### src/hw/rtl/prt_pkg.sv
// Shared types, constants and helpers for the PT1000 resistance-to-temperature block.
// Used by the multiplier, divider, datapath, controller and top level. No dependencies.
`timescale 1ns / 1ps

package prt_pkg;

   localparam int RES_W  = 29;
   localparam int TEMP_W = 27;
   localparam int COEF_W = 32;

   typedef logic signed [63:0] word_type;

   localparam word_type T_MIN       = -64'sd13107200;
   localparam word_type T_MAX       = 64'sd55705600;
   localparam word_type STEP_LIMIT  = 64'sd66;
   localparam word_type HUNDRED_Q16 = 64'sd6553600;
   localparam word_type K300        = 64'sd300;

   localparam logic [RES_W-1:0]         R0_RESET = 29'd65536000;
   localparam logic signed [COEF_W-1:0] A_RESET  = 32'sd16786021;
   localparam logic signed [COEF_W-1:0] B_RESET  = -32'sd162551799;
   localparam logic signed [COEF_W-1:0] C_RESET  = -32'sd77162730;

   typedef enum logic [1:0] {
      REG_R0 = 2'd0,
      REG_A  = 2'd1,
      REG_B  = 2'd2,
      REG_C  = 2'd3
   } csr_index_type;

   typedef enum logic [3:0] {
      SRC_R0, SRC_A, SRC_B, SRC_C, SRC_T, SRC_T2, SRC_T3, SRC_X,
      SRC_P, SRC_D, SRC_TWO_T, SRC_T_M100, SRC_K300, SRC_CUBIC_DIFF
   } src_type;

   typedef enum logic [2:0] {
      DST_T2, DST_T3, DST_X, DST_P, DST_D, DST_F, DST_DF
   } dst_type;

   typedef enum logic [2:0] {
      BASE_ZERO, BASE_P, BASE_D, BASE_A, BASE_R0_MINUS_R
   } base_type;

   typedef enum logic [2:0] {
      SH_0, SH_16, SH_32, SH_48, SH_64
   } shift_type;

   typedef enum logic {
      NUM_INIT, NUM_STEP
   } num_type;

   typedef struct packed {
      logic      start_mul;
      logic      start_div;
      src_type   mul_a;
      src_type   mul_b;
      shift_type mul_shift;
      dst_type   mul_dst;
      base_type  mul_base;
      num_type   div_num;
      logic      load;
      logic      clear_t;
      logic      init_clamp;
      logic      update;
      logic      emit;
   } cmd_type;

   typedef struct packed {
      logic mul_done;
      logic div_done;
      logic den_zero;
      logic t_neg;
      logic step_small;
      logic out_busy;
   } status_type;

   function automatic word_type clamp_temp(input word_type v);
      word_type r;
      r = v;
      if (v < T_MIN) r = T_MIN;
      else if (v > T_MAX) r = T_MAX;
      return r;
   endfunction

endpackage

### src/hw/rtl/prt_ctrl.sv
// Controller state machine that sequences the linear estimate and the Newton steps.
// Depends on prt_pkg; drives the datapath through the command and status structs.
`timescale 1ns / 1ps

module prt_ctrl #(
   parameter int MAX_STEPS = 10
) (
   input  logic                 clock,
   input  logic                 reset,
   input  logic                 req_tvalid,
   output logic                 req_tready,
   input  prt_pkg::status_type  status,
   output prt_pkg::cmd_type     cmd
);
   import prt_pkg::*;

   localparam int CW = $clog2(MAX_STEPS + 1);

   typedef enum logic [17:0] {
      ST_IDLE       = 18'h00001,
      ST_DEN        = 18'h00002,
      ST_INIT_DIV   = 18'h00004,
      ST_INIT_CLAMP = 18'h00008,
      ST_SQ         = 18'h00010,
      ST_AT         = 18'h00020,
      ST_BT2        = 18'h00040,
      ST_BD         = 18'h00080,
      ST_T3         = 18'h00100,
      ST_TQ         = 18'h00200,
      ST_CQ         = 18'h00400,
      ST_K300       = 18'h00800,
      ST_CD         = 18'h01000,
      ST_FV         = 18'h02000,
      ST_DFV        = 18'h04000,
      ST_STEP_DIV   = 18'h08000,
      ST_UPDATE     = 18'h10000,
      ST_DONE       = 18'h20000
   } state_type;

   state_type     state_ff, state_in, mul_next;
   logic          launched_ff, launched_in;
   logic [CW-1:0] step_ff, step_in;
   logic          is_mul;

   always_comb begin
      cmd           = '0;
      cmd.mul_a     = SRC_R0;
      cmd.mul_b     = SRC_A;
      cmd.mul_shift = SH_0;
      cmd.mul_dst   = DST_X;
      cmd.mul_base  = BASE_ZERO;
      cmd.div_num   = NUM_INIT;
      state_in      = state_ff;
      launched_in   = launched_ff;
      step_in       = step_ff;
      is_mul        = 1'b0;
      mul_next      = state_ff;
      req_tready    = 1'b0;

      case (state_ff)
         ST_IDLE: begin
            req_tready = 1'b1;
            if (req_tvalid) begin
               cmd.load = 1'b1;
               step_in  = '0;
               state_in = ST_DEN;
            end
         end
         ST_DEN: begin
            is_mul = 1'b1; mul_next = ST_INIT_DIV;
            cmd.mul_a = SRC_R0; cmd.mul_b = SRC_A; cmd.mul_shift = SH_32;
            cmd.mul_dst = DST_DF;
         end
         ST_INIT_DIV: begin
            cmd.div_num = NUM_INIT;
            if (!launched_ff) begin
               if (status.den_zero) begin
                  cmd.clear_t = 1'b1;
                  state_in    = ST_SQ;
               end else begin
                  cmd.start_div = 1'b1;
                  launched_in   = 1'b1;
               end
            end else if (status.div_done) begin
               launched_in = 1'b0;
               state_in    = ST_INIT_CLAMP;
            end
         end
         ST_INIT_CLAMP: begin
            cmd.init_clamp = 1'b1;
            state_in       = ST_SQ;
         end
         ST_SQ: begin
            is_mul = 1'b1; mul_next = ST_AT;
            cmd.mul_a = SRC_T; cmd.mul_b = SRC_T; cmd.mul_dst = DST_T2;
         end
         ST_AT: begin
            is_mul = 1'b1; mul_next = ST_BT2;
            cmd.mul_a = SRC_A; cmd.mul_b = SRC_T; cmd.mul_shift = SH_16;
            cmd.mul_dst = DST_P;
         end
         ST_BT2: begin
            is_mul = 1'b1; mul_next = ST_BD;
            cmd.mul_a = SRC_B; cmd.mul_b = SRC_T2; cmd.mul_shift = SH_48;
            cmd.mul_dst = DST_P; cmd.mul_base = BASE_P;
         end
         ST_BD: begin
            is_mul = 1'b1; mul_next = status.t_neg ? ST_T3 : ST_FV;
            cmd.mul_a = SRC_B; cmd.mul_b = SRC_TWO_T; cmd.mul_shift = SH_32;
            cmd.mul_dst = DST_D; cmd.mul_base = BASE_A;
         end
         ST_T3: begin
            is_mul = 1'b1; mul_next = ST_TQ;
            cmd.mul_a = SRC_T2; cmd.mul_b = SRC_T; cmd.mul_shift = SH_16;
            cmd.mul_dst = DST_T3;
         end
         ST_TQ: begin
            is_mul = 1'b1; mul_next = ST_CQ;
            cmd.mul_a = SRC_T3; cmd.mul_b = SRC_T_M100; cmd.mul_shift = SH_32;
            cmd.mul_dst = DST_X;
         end
         ST_CQ: begin
            is_mul = 1'b1; mul_next = ST_K300;
            cmd.mul_a = SRC_C; cmd.mul_b = SRC_X; cmd.mul_shift = SH_48;
            cmd.mul_dst = DST_P; cmd.mul_base = BASE_P;
         end
         ST_K300: begin
            is_mul = 1'b1; mul_next = ST_CD;
            cmd.mul_a = SRC_T2; cmd.mul_b = SRC_K300; cmd.mul_dst = DST_X;
         end
         ST_CD: begin
            is_mul = 1'b1; mul_next = ST_FV;
            cmd.mul_a = SRC_C; cmd.mul_b = SRC_CUBIC_DIFF; cmd.mul_shift = SH_64;
            cmd.mul_dst = DST_D; cmd.mul_base = BASE_D;
         end
         ST_FV: begin
            is_mul = 1'b1; mul_next = ST_DFV;
            cmd.mul_a = SRC_R0; cmd.mul_b = SRC_P; cmd.mul_shift = SH_32;
            cmd.mul_dst = DST_F; cmd.mul_base = BASE_R0_MINUS_R;
         end
         ST_DFV: begin
            is_mul = 1'b1; mul_next = ST_STEP_DIV;
            cmd.mul_a = SRC_R0; cmd.mul_b = SRC_D; cmd.mul_shift = SH_32;
            cmd.mul_dst = DST_DF;
         end
         ST_STEP_DIV: begin
            cmd.div_num = NUM_STEP;
            if (!launched_ff) begin
               if (status.den_zero) begin
                  state_in = ST_DONE;
               end else begin
                  cmd.start_div = 1'b1;
                  launched_in   = 1'b1;
               end
            end else if (status.div_done) begin
               launched_in = 1'b0;
               state_in    = ST_UPDATE;
            end
         end
         ST_UPDATE: begin
            cmd.update = 1'b1;
            if (status.step_small || (step_ff == CW'(MAX_STEPS - 1))) begin
               state_in = ST_DONE;
            end else begin
               step_in  = step_ff + CW'(1);
               state_in = ST_SQ;
            end
         end
         ST_DONE: begin
            if (!status.out_busy) begin
               cmd.emit = 1'b1;
               state_in = ST_IDLE;
            end
         end
         default: begin
            state_in = ST_IDLE;
         end
      endcase

      if (is_mul) begin
         if (!launched_ff) begin
            cmd.start_mul = 1'b1;
            launched_in   = 1'b1;
         end else if (status.mul_done) begin
            launched_in = 1'b0;
            state_in    = mul_next;
         end
      end
   end

   always_ff @(posedge clock) begin
      if (reset) begin
         state_ff    <= ST_IDLE;
         launched_ff <= 1'b0;
         step_ff     <= '0;
      end else begin
         state_ff    <= state_in;
         launched_ff <= launched_in;
         step_ff     <= step_in;
      end
   end

`ifndef SYNTHESIS
   a_one_unit: assert property (@(posedge clock) disable iff (reset)
      !(cmd.start_mul && cmd.start_div))
      else $error("multiplier and divider started together");
   a_step_range: assert property (@(posedge clock) disable iff (reset)
      step_ff < CW'(MAX_STEPS))
      else $error("Newton step count out of range");
   a_done_waited: assert property (@(posedge clock) disable iff (reset)
      (status.mul_done || status.div_done) |-> launched_ff)
      else $error("arithmetic unit finished with no operation pending");
   a_load_next: assert property (@(posedge clock) disable iff (reset)
      cmd.load |=> (state_ff == ST_DEN) && !req_tready)
      else $error("accepted transfer did not start the computation");
`endif

endmodule

### config.mk
export PLATFORM = sky130hd
export DESIGN_NAME = prt_ctrl
export DESIGN_NICKNAME = d
export VERILOG_FILES = /design/src/hw/rtl/prt_pkg.sv /design/src/hw/rtl/prt_ctrl.sv
export SDC_FILE = /design/constraint.sdc
export NUM_CORES = 1
export LEC_CHECK = 0
export ABC_CLOCK_PERIOD_IN_PS = 2600
export BUFFER_PORTS_ARGS = -buffer_cell sky130_fd_sc_hd__buf_2
export CAP_MARGIN = 40
export CORE_ASPECT_RATIO = 0.9
export CORE_MARGIN = 2
export CORE_UTILIZATION = 36
export DETAILED_ROUTE_END_ITERATION = 10
export GPL_ROUTABILITY_DRIVEN = 0
export PLACE_DENSITY = 0.55
export SLEW_MARGIN = 0
export SYNTH_ARGS = -nofsm -noshare
export SYNTH_HDL_FRONTEND = slang
export SYNTH_SLANG_ARGS = --single-unit
### constraint.sdc
create_clock -name clock -period 2.6 [get_ports clock]
set_input_delay 0.65 -clock clock [delete_from_list [all_inputs] [get_ports clock]]
set_output_delay 0.65 -clock clock [all_outputs]
set_load 0.01 [all_outputs]
==> flow_metrics.py, run 1 <==
metrics = {
    "status": {
        "status": "finished with violations",
        "violations": "setup timing",
    },
    "place": {
        "dp_slack_ns": 0.04668,
        "io_buffers": 33,
        "place_inst": 326,
        "dp_hpwl_um": 3624,
        "place_area_mm2": 0.002007,
    },
    "route": {
        "firstDrtPassIters": 4,
        "drt-total-wl_um": 5071,
        "post-route-drc-count": 0,
        "drt_iter0_markers": 127,
        "vias_per_cell": 5.223,
        "wl_per_cell_um": 14.87,
        "ant_nets": 0,
        "vias": 1781,
    },
    "cells_and_area": {
        "drive_gt1_share_pct": 41.28,
        "layout_commonest_cell": "buf_4",
        "area_delta_synth_final_pct": 46.14,
        "stdcell_count": 341,
        "nets": 293,
        "num_antenna_cells": 0,
        "multi_input_comb_area_mm2": 0.001155,
        "fin_area_mm2": 0.002322,
        "register_area_um2": 469.2,
        "final_cell_mix": "buf_4, nor2_1, buf_2",
        "fill_cells": 400,
    },
    "synth": {
        "syn-cell-area_mm2": 0.001589,
        "synthAdderAreaFrac_pct": 1.575,
        "syn_inst": 211,
        "yosysSeqAreaShare_pct": 28.98,
        "synth_top_family_by_area": "simple AND/OR/NAND/NOR gates",
        "async_flop_share_pct": 0,
        "synth_ff_type": "dfxtp_1",
        "synth.distinct_cells": 50,
        "yosys.area_share.simple_pct": 46.06,
        "synth-edff-count": 0,
        "synth_xor_area_share_pct": 3.858,
        "ys_ff_latch": 23,
        "synth-compound-area-share_pct": 13.70,
        "synth.area.mux_share_pct": 0,
        "synth_nets": 222,
        "yosysWarnings": 0,
        "syn_avg_cell_area_um2": 7.531,
    },
    "global_route": {
        "grtUsageTotal_pct": 20.85,
        "grt-ovfl-total": 0,
        "grt_pass1_wl_um": 7866,
        "grt_pass1_vias": 1613,
        "grt_start_max_net_pins": 17,
        "antenna_found_initial": 0,
    },
    "floorplanning": {
        "die_h_um": 67.03,
        "core_mm2": 0.004156,
        "num_rows": 22,
        "ioPinCount": 35,
        "die_w_um": 74.03,
        "initial_core_util_pct": 38.23,
        "die_area_mm2": 0.004962,
    },
    "pwr": {
        "clkPwrFrac_pct": 29.1,
        "p_leak_nw": 1.102,
        "intPower_w": 0.0005619,
        "power.net_switching_w": 0.0002155,
        "irDropWorstVdd_v": 0.0002650,
        "switching_share_pct": 27.72,
        "powerDensity_mw_per_mm2": 334.7,
        "seqPwrFrac_pct": 47.4,
        "pwr-share-comb_pct": 23.5,
        "p_total_w": 0.0007773,
    },
    "timing": {
        "finalClockSkew_ns": 0.009113,
        "fin_crit_sh_pct": 103.9,
        "final.hold.worst_slack_ns": 0.5216,
        "hold_viol": 0,
        "clock.fmax_ghz": 0.3701,
        "final.setup.worst_slack_ns": -0.1017,
        "slew_violations": 0,
        "period_needed_ns": 2.702,
        "rsz0062_at_grt": "true",
        "setup_violations": 10,
    },
    "clock_network": {
        "cts_max_level": 1,
        "cts_buffer_depth": 2,
        "cts_tree": "done",
        "cts_root_buffer": "clkbuf_8",
        "clock_sink_count": 23,
        "cts_buffers": 3,
        "insertion_delay_ns": 0.27,
        "clk_pin_slew_ns": 0.09,
    },
    "worst_setup_path": {
        "critPathRequiredTime_ns": 1.95,
        "startpoint": "state_ff[3]",
        "start_kind": "register",
        "r2r_start": "state_ff[3]",
        "end_kind": "output pin",
        "worstPathArrival_ns": 2.05,
        "path_class": "register to output pin",
        "critPathMaxFanout": 5,
    },
    "worst_hold_path": {
        "hp-class": "register to register",
        "holdCritStartpoint": "state_ff[3]",
    },
    "run": {
        "max-cap-violations": 0,
    },
}
==> final cells by class <==
type                    instances  share of cell area (%)
clock buffers                   4                   1.940
inverters                      13                   2.101
multi-input cells             168                   49.73
flip-flops and latches         23                   20.20
well taps                      60                   3.233
repair buffers                 73                   22.79
==> cell families (layout without fill, tap and decap cells) <==
group | after synthesis | after routing
flops | 23 | 23
xor+xnor | 7 | 7
buf+inv | 20 | 90
compound gates | 31 | 31
fa+ha+maj | 2 | 2
simple gates | 127 | 127
other cells | 1 | 1
==> state kept, by name (all words and copies together), names as in the netlist <==
name	flops
launched_ff	1
state_ff	18
step_ff	4
==> cell usage after synthesis (all sizes together), types with 4 or more instances <==
cell / instances / area (µm²)
nor4: 8 / 101.3
inv: 13 / 48.80
nand2: 23 / 86.33
xor2: 6 / 52.55
and4: 6 / 55.05
nor3: 6 / 30.03
dfxtp: 23 / 460.4
o21ai: 6 / 30.03
a21oi: 9 / 45.04
nor2: 32 / 120.1
and2: 5 / 31.28
buf: 4 / 28.78
nand4: 10 / 62.56
nand4b: 5 / 43.79
nand3: 13 / 65.06
==> worst max-delay path: stages (launching register included) <==
cell,delay (ns)
dfxtp_4,0.37
nor4_4,0.33
buf_4,0.20
and4_1,0.20
nand4b_1,0.13
and2_4,0.18
and3_4,0.17
nor2_1,0.07
buf_2,0.13
==> power groups by stage <==
stage / combinational [W] / clock (W) / sequential, W
floorplan: 0.0000948 / 0 / 0.000376
global placement: 0.000145 / 0 / 0.000377
detailed placement: 0.000145 / 0 / 0.000377
CTS: 0.000165 / 0.000233 / 0.000369
global route: 0.000199 / 0.000257 / 0.000369
finish: 0.000183 / 0.000226 / 0.000368
==> path summary, 6_finish.rpt <==
path              slack (ns)      endpoint  cells after the start
hold reg to reg         0.52   state_ff[3]                      2
setup reg to reg        0.28  state_ff[13]                      9
hold / removal          0.52   state_ff[3]                      2
setup / recovery       -0.10       cmd[24]                      8
==> repair_timing <==
action | 4_1_cts | 5_1_grt
endpoints found under the setup margin | 16 | 24
pin swaps | 10 | 6
buffers inserted | 8 | 4
resized for setup | 21 | 27
hold buffers | 0 | 0
==> through the flow <==
stage	setup TNS (ns)	util, %
after floorplan	0	-
after global placement	0	48.28
after detailed placement	0	48.28
after CTS	-0.3770	52.77
after global routing	-2.522	55.87
final	-0.5373	55.87
==> routing by layer <==
metal	track usage, %	wire length, µm	part of all wire [%]
met3	3.782	178	3.5
met5	0	0	0
met4	4.545	62	1.2
met2	33.59	2360	47
met1	28.77	2470	49
(Power assumes the default switching activity.)
==> inputs of run 2 (changes only) <==
- ABC_AREA: unset -> 1
- PLACE_DENSITY: 0.55 -> 0.54
==> run 2 against run 1 <==
Net effect:
- largest power group unchanged
- non-clock buffer count fell by 30
- synthesized area rose by 13%
- sequential power is essentially flat
- synthesized cell count grew 30%
- die area up 12%
- routed wire length is 4.7% lower
- combinational power shrank 4%
- the run now ends clean
- clock power rose by 6%
- power is 1.1% higher
- sequential share of layout area up 0.66 points
==> flow_metrics.py, run 2 <==
metrics = {
    "status": {
        "status": "finished, final reports clean",
    },
    "synth": {
        "synth_top_area_share_pct": 25.61,
        "synthTopCellsByCount": "nand2_1, nor2_1, inv_1",
        "yosys.area.top_type": "dfxtp_1",
        "async_flop_share_pct": 0,
        "ys_ff_latch": 23,
        "yosysSeqAreaShare_pct": 25.61,
        "synth_area_leaders": "dfxtp_1, nand2_1, nor2_1",
        "synth.distinct_cells": 35,
        "syn-cell-area_mm2": 0.001798,
        "synth_ff_type": "dfxtp_1",
        "synthMostInstantiatedCell": "nand2_1",
        "synth-edff-count": 0,
        "syn_inst": 274,
        "synth_nets": 285,
        "syn_avg_cell_area_um2": 6.562,
        "yosysWarnings": 0,
    },
    "worst_setup_path": {
        "crit_top_cell": "nor2_4",
        "worstPathArrival_ns": 1.89,
        "end_kind": "output pin",
        "crit_path_cell_trace": "nor2_4 > nand2_4 > nor2_4 > nand2_2 > inv_2 > nor2_2 > nand3_2 > nor2_4 > nand3b_1 > buf_2",
        "path_class": "register to output pin",
        "r2r_start": "state_ff[17]",
        "critPathRequiredTime_ns": 1.95,
        "slowest_delay_ns": 0.36,
        "start_kind": "register",
        "critPathMaxFanout": 6,
        "crit_path_top_delay_cell": "dfxtp_1",
        "startpoint": "state_ff[3]",
    },
    "cells_and_area": {
        "fin_util_pct": 47.26,
        "stdcell_count": 382,
        "fill_cells": 512,
        "nets": 329,
        "drive_gt1_share_pct": 37.85,
        "top_register": "state_ff",
        "multi_input_comb_area_mm2": 0.001260,
        "largest_registers": "state_ff: 18 flops, step_ff: 4 flops, launched_ff: 1 flops",
        "layout_commonest_cell": "nand2_1",
        "area_delta_synth_final_pct": 27.07,
        "final_cell_mix": "nand2_1, inv_1, nor2_1, buf_2, nor2_4",
        "num_antenna_cells": 0,
        "largest_register_ffs": 18,
        "register_area_um2": 476.7,
    },
    "timing": {
        "setup_violations": 0,
        "period_needed_ns": 2.543,
        "finalClockSkew_ns": 0.003865,
        "final.setup.worst_slack_ns": 0.05651,
        "clock.fmax_ghz": 0.3932,
        "hold_viol": 0,
        "fin_crit_sh_pct": 97.83,
        "rsz0062_at_grt": "true",
        "slew_violations": 0,
    },
    "worst_hold_path": {
        "holdCritStartpoint": "state_ff[9]",
        "hp-class": "register to register",
    },
    "route": {
        "drt_iter0_markers": 90,
        "ant_nets": 0,
        "post-route-drc-count": 0,
        "vias": 1828,
        "drt-total-wl_um": 4835,
        "wl_per_cell_um": 12.66,
        "firstDrtPassIters": 4,
        "vias_per_cell": 4.785,
    },
    "place": {
        "io_buffers": 33,
        "dp_hpwl_um": 3752,
        "place_inst": 371,
        "dp_slack_ns": 0.1057,
    },
    "global_route": {
        "grt_start_max_net_pins": 19,
        "grt-ovfl-total": 0,
        "use_met2_pct": 25.67,
        "grtUsageMet3_pct": 2.806,
        "gr-usage-met1_pct": 27.32,
        "grt_pass1_vias": 1625,
        "top_usage_layer": "met1",
        "grt_pass1_wl_um": 7935,
        "antenna_found_initial": 0,
        "grtUsageTotal_pct": 17.87,
    },
    "floorplanning": {
        "num_rows": 24,
        "initial_core_util_pct": 37.19,
        "core_mm2": 0.004835,
        "die_area_mm2": 0.005577,
        "die_h_um": 71.05,
        "die_w_um": 78.50,
        "ioPinCount": 35,
    },
    "clock_network": {
        "cts_buffer_depth": 2,
        "insertion_delay_ns": 0.28,
        "cts_max_level": 1,
        "clk_pin_slew_ns": 0.09,
        "cts_tree": "done",
        "cts_root_buffer": "clkbuf_8",
        "cts_buffers": 3,
        "clock_sink_count": 23,
    },
    "pwr": {
        "powerDensity_mw_per_mm2": 343.8,
        "irDropWorstVdd_v": 0.0002368,
        "p_leak_nw": 1.217,
    },
    "run": {
        "max-cap-violations": 0,
    },
}
==> run 2: cell count changes after synthesis, sizes merged, moves of 7 or more <==
cell / change
nand2: +42
a21oi: +7
inv: +31
nor4: -7
nand3: +15
nor2: +24
==> run 2: layout make-up <==
class	instances	share of cell area (%)
Multi-Input combinational cell	203	55.15
Sequential cell	23	20.87
Clock inverter	1	0.3286
Clock buffer	3	1.807
Tap cell	65	3.560
Inverter	44	7.229
Timing Repair Buffer	43	11.06
==> run 2: timing repair <==
| action | 4_1_cts | 5_1_grt |
|---|---|---|
| pin swaps | 5 | 10 |
| setup endpoints to repair | 4 | 4 |
| setup buffers | 4 | 2 |
| cloned | 1 | 0 |
| resized for setup | 10 | 35 |
| hold buffers | 0 | 0 |
==> run 2: cells by family after synthesis <==
kind of cell	after synthesis	share of synthesized area [%]
compound gates	26	8.490
flops	23	25.61
fa+ha+maj	2	1.392
buf+inv	49	11.76
simple gates	173	52.54
other cells	1	0.2086
==> run 2: worst max-delay path: cells and delay by family (launching register included) <==
family	cells	cell delay, ns
buf+inv	2	0.25
flops	1	0.36
simple gates	8	0.99
==> run 2: metrics by stage <==
stage / power (W) / TNS, ns / area [µm²] / hold slack [ns]
2_1_floorplan: 0.0004966 / 0 / 1798 / 0.4602
3_3_place_gp: 0.0005386 / 0 / 2028 / 0.4788
3_5_place_dp: 0.0005384 / 0 / 2028 / 0.4871
4_1_cts: 0.0007930 / -0.005445 / 2161 / 0.5023
5_1_grt: 0.0008342 / -0.1027 / 2285 / 0.5130
6_report: 0.0007856 / 0 / 2285 / 0.4960
==> run 2: layer usage <==
layer / part of all wire, % / up-vias / wire length [µm]
met2: 42 / 39 / 2054
met3: 4.3 / 6 / 206
met5: 0 / - / 0
met1: 52 / 822 / 2516
met4: 1.2 / 0 / 58
li1: - / 961 / -
==> run 2: final timing paths <==
| path | end | slack, ns | cells past startpoint |
|---|---|---|---|
| setup / recovery | cmd[15] | 0.06 | 10 |
| hold / removal | state_ff[9] | 0.50 | 2 |
| setup reg to reg | state_ff[8] | 0.63 | 12 |
| hold reg to reg | state_ff[9] | 0.50 | 2 |
==> run 2: power breakdown <==
group / total, W / internal, W / switching, W
Sequential: 0.000370 / 0.000361 / 0.00000990
Combinational: 0.000175 / 0.0000602 / 0.000115
Clock: 0.000240 / 0.000109 / 0.000131
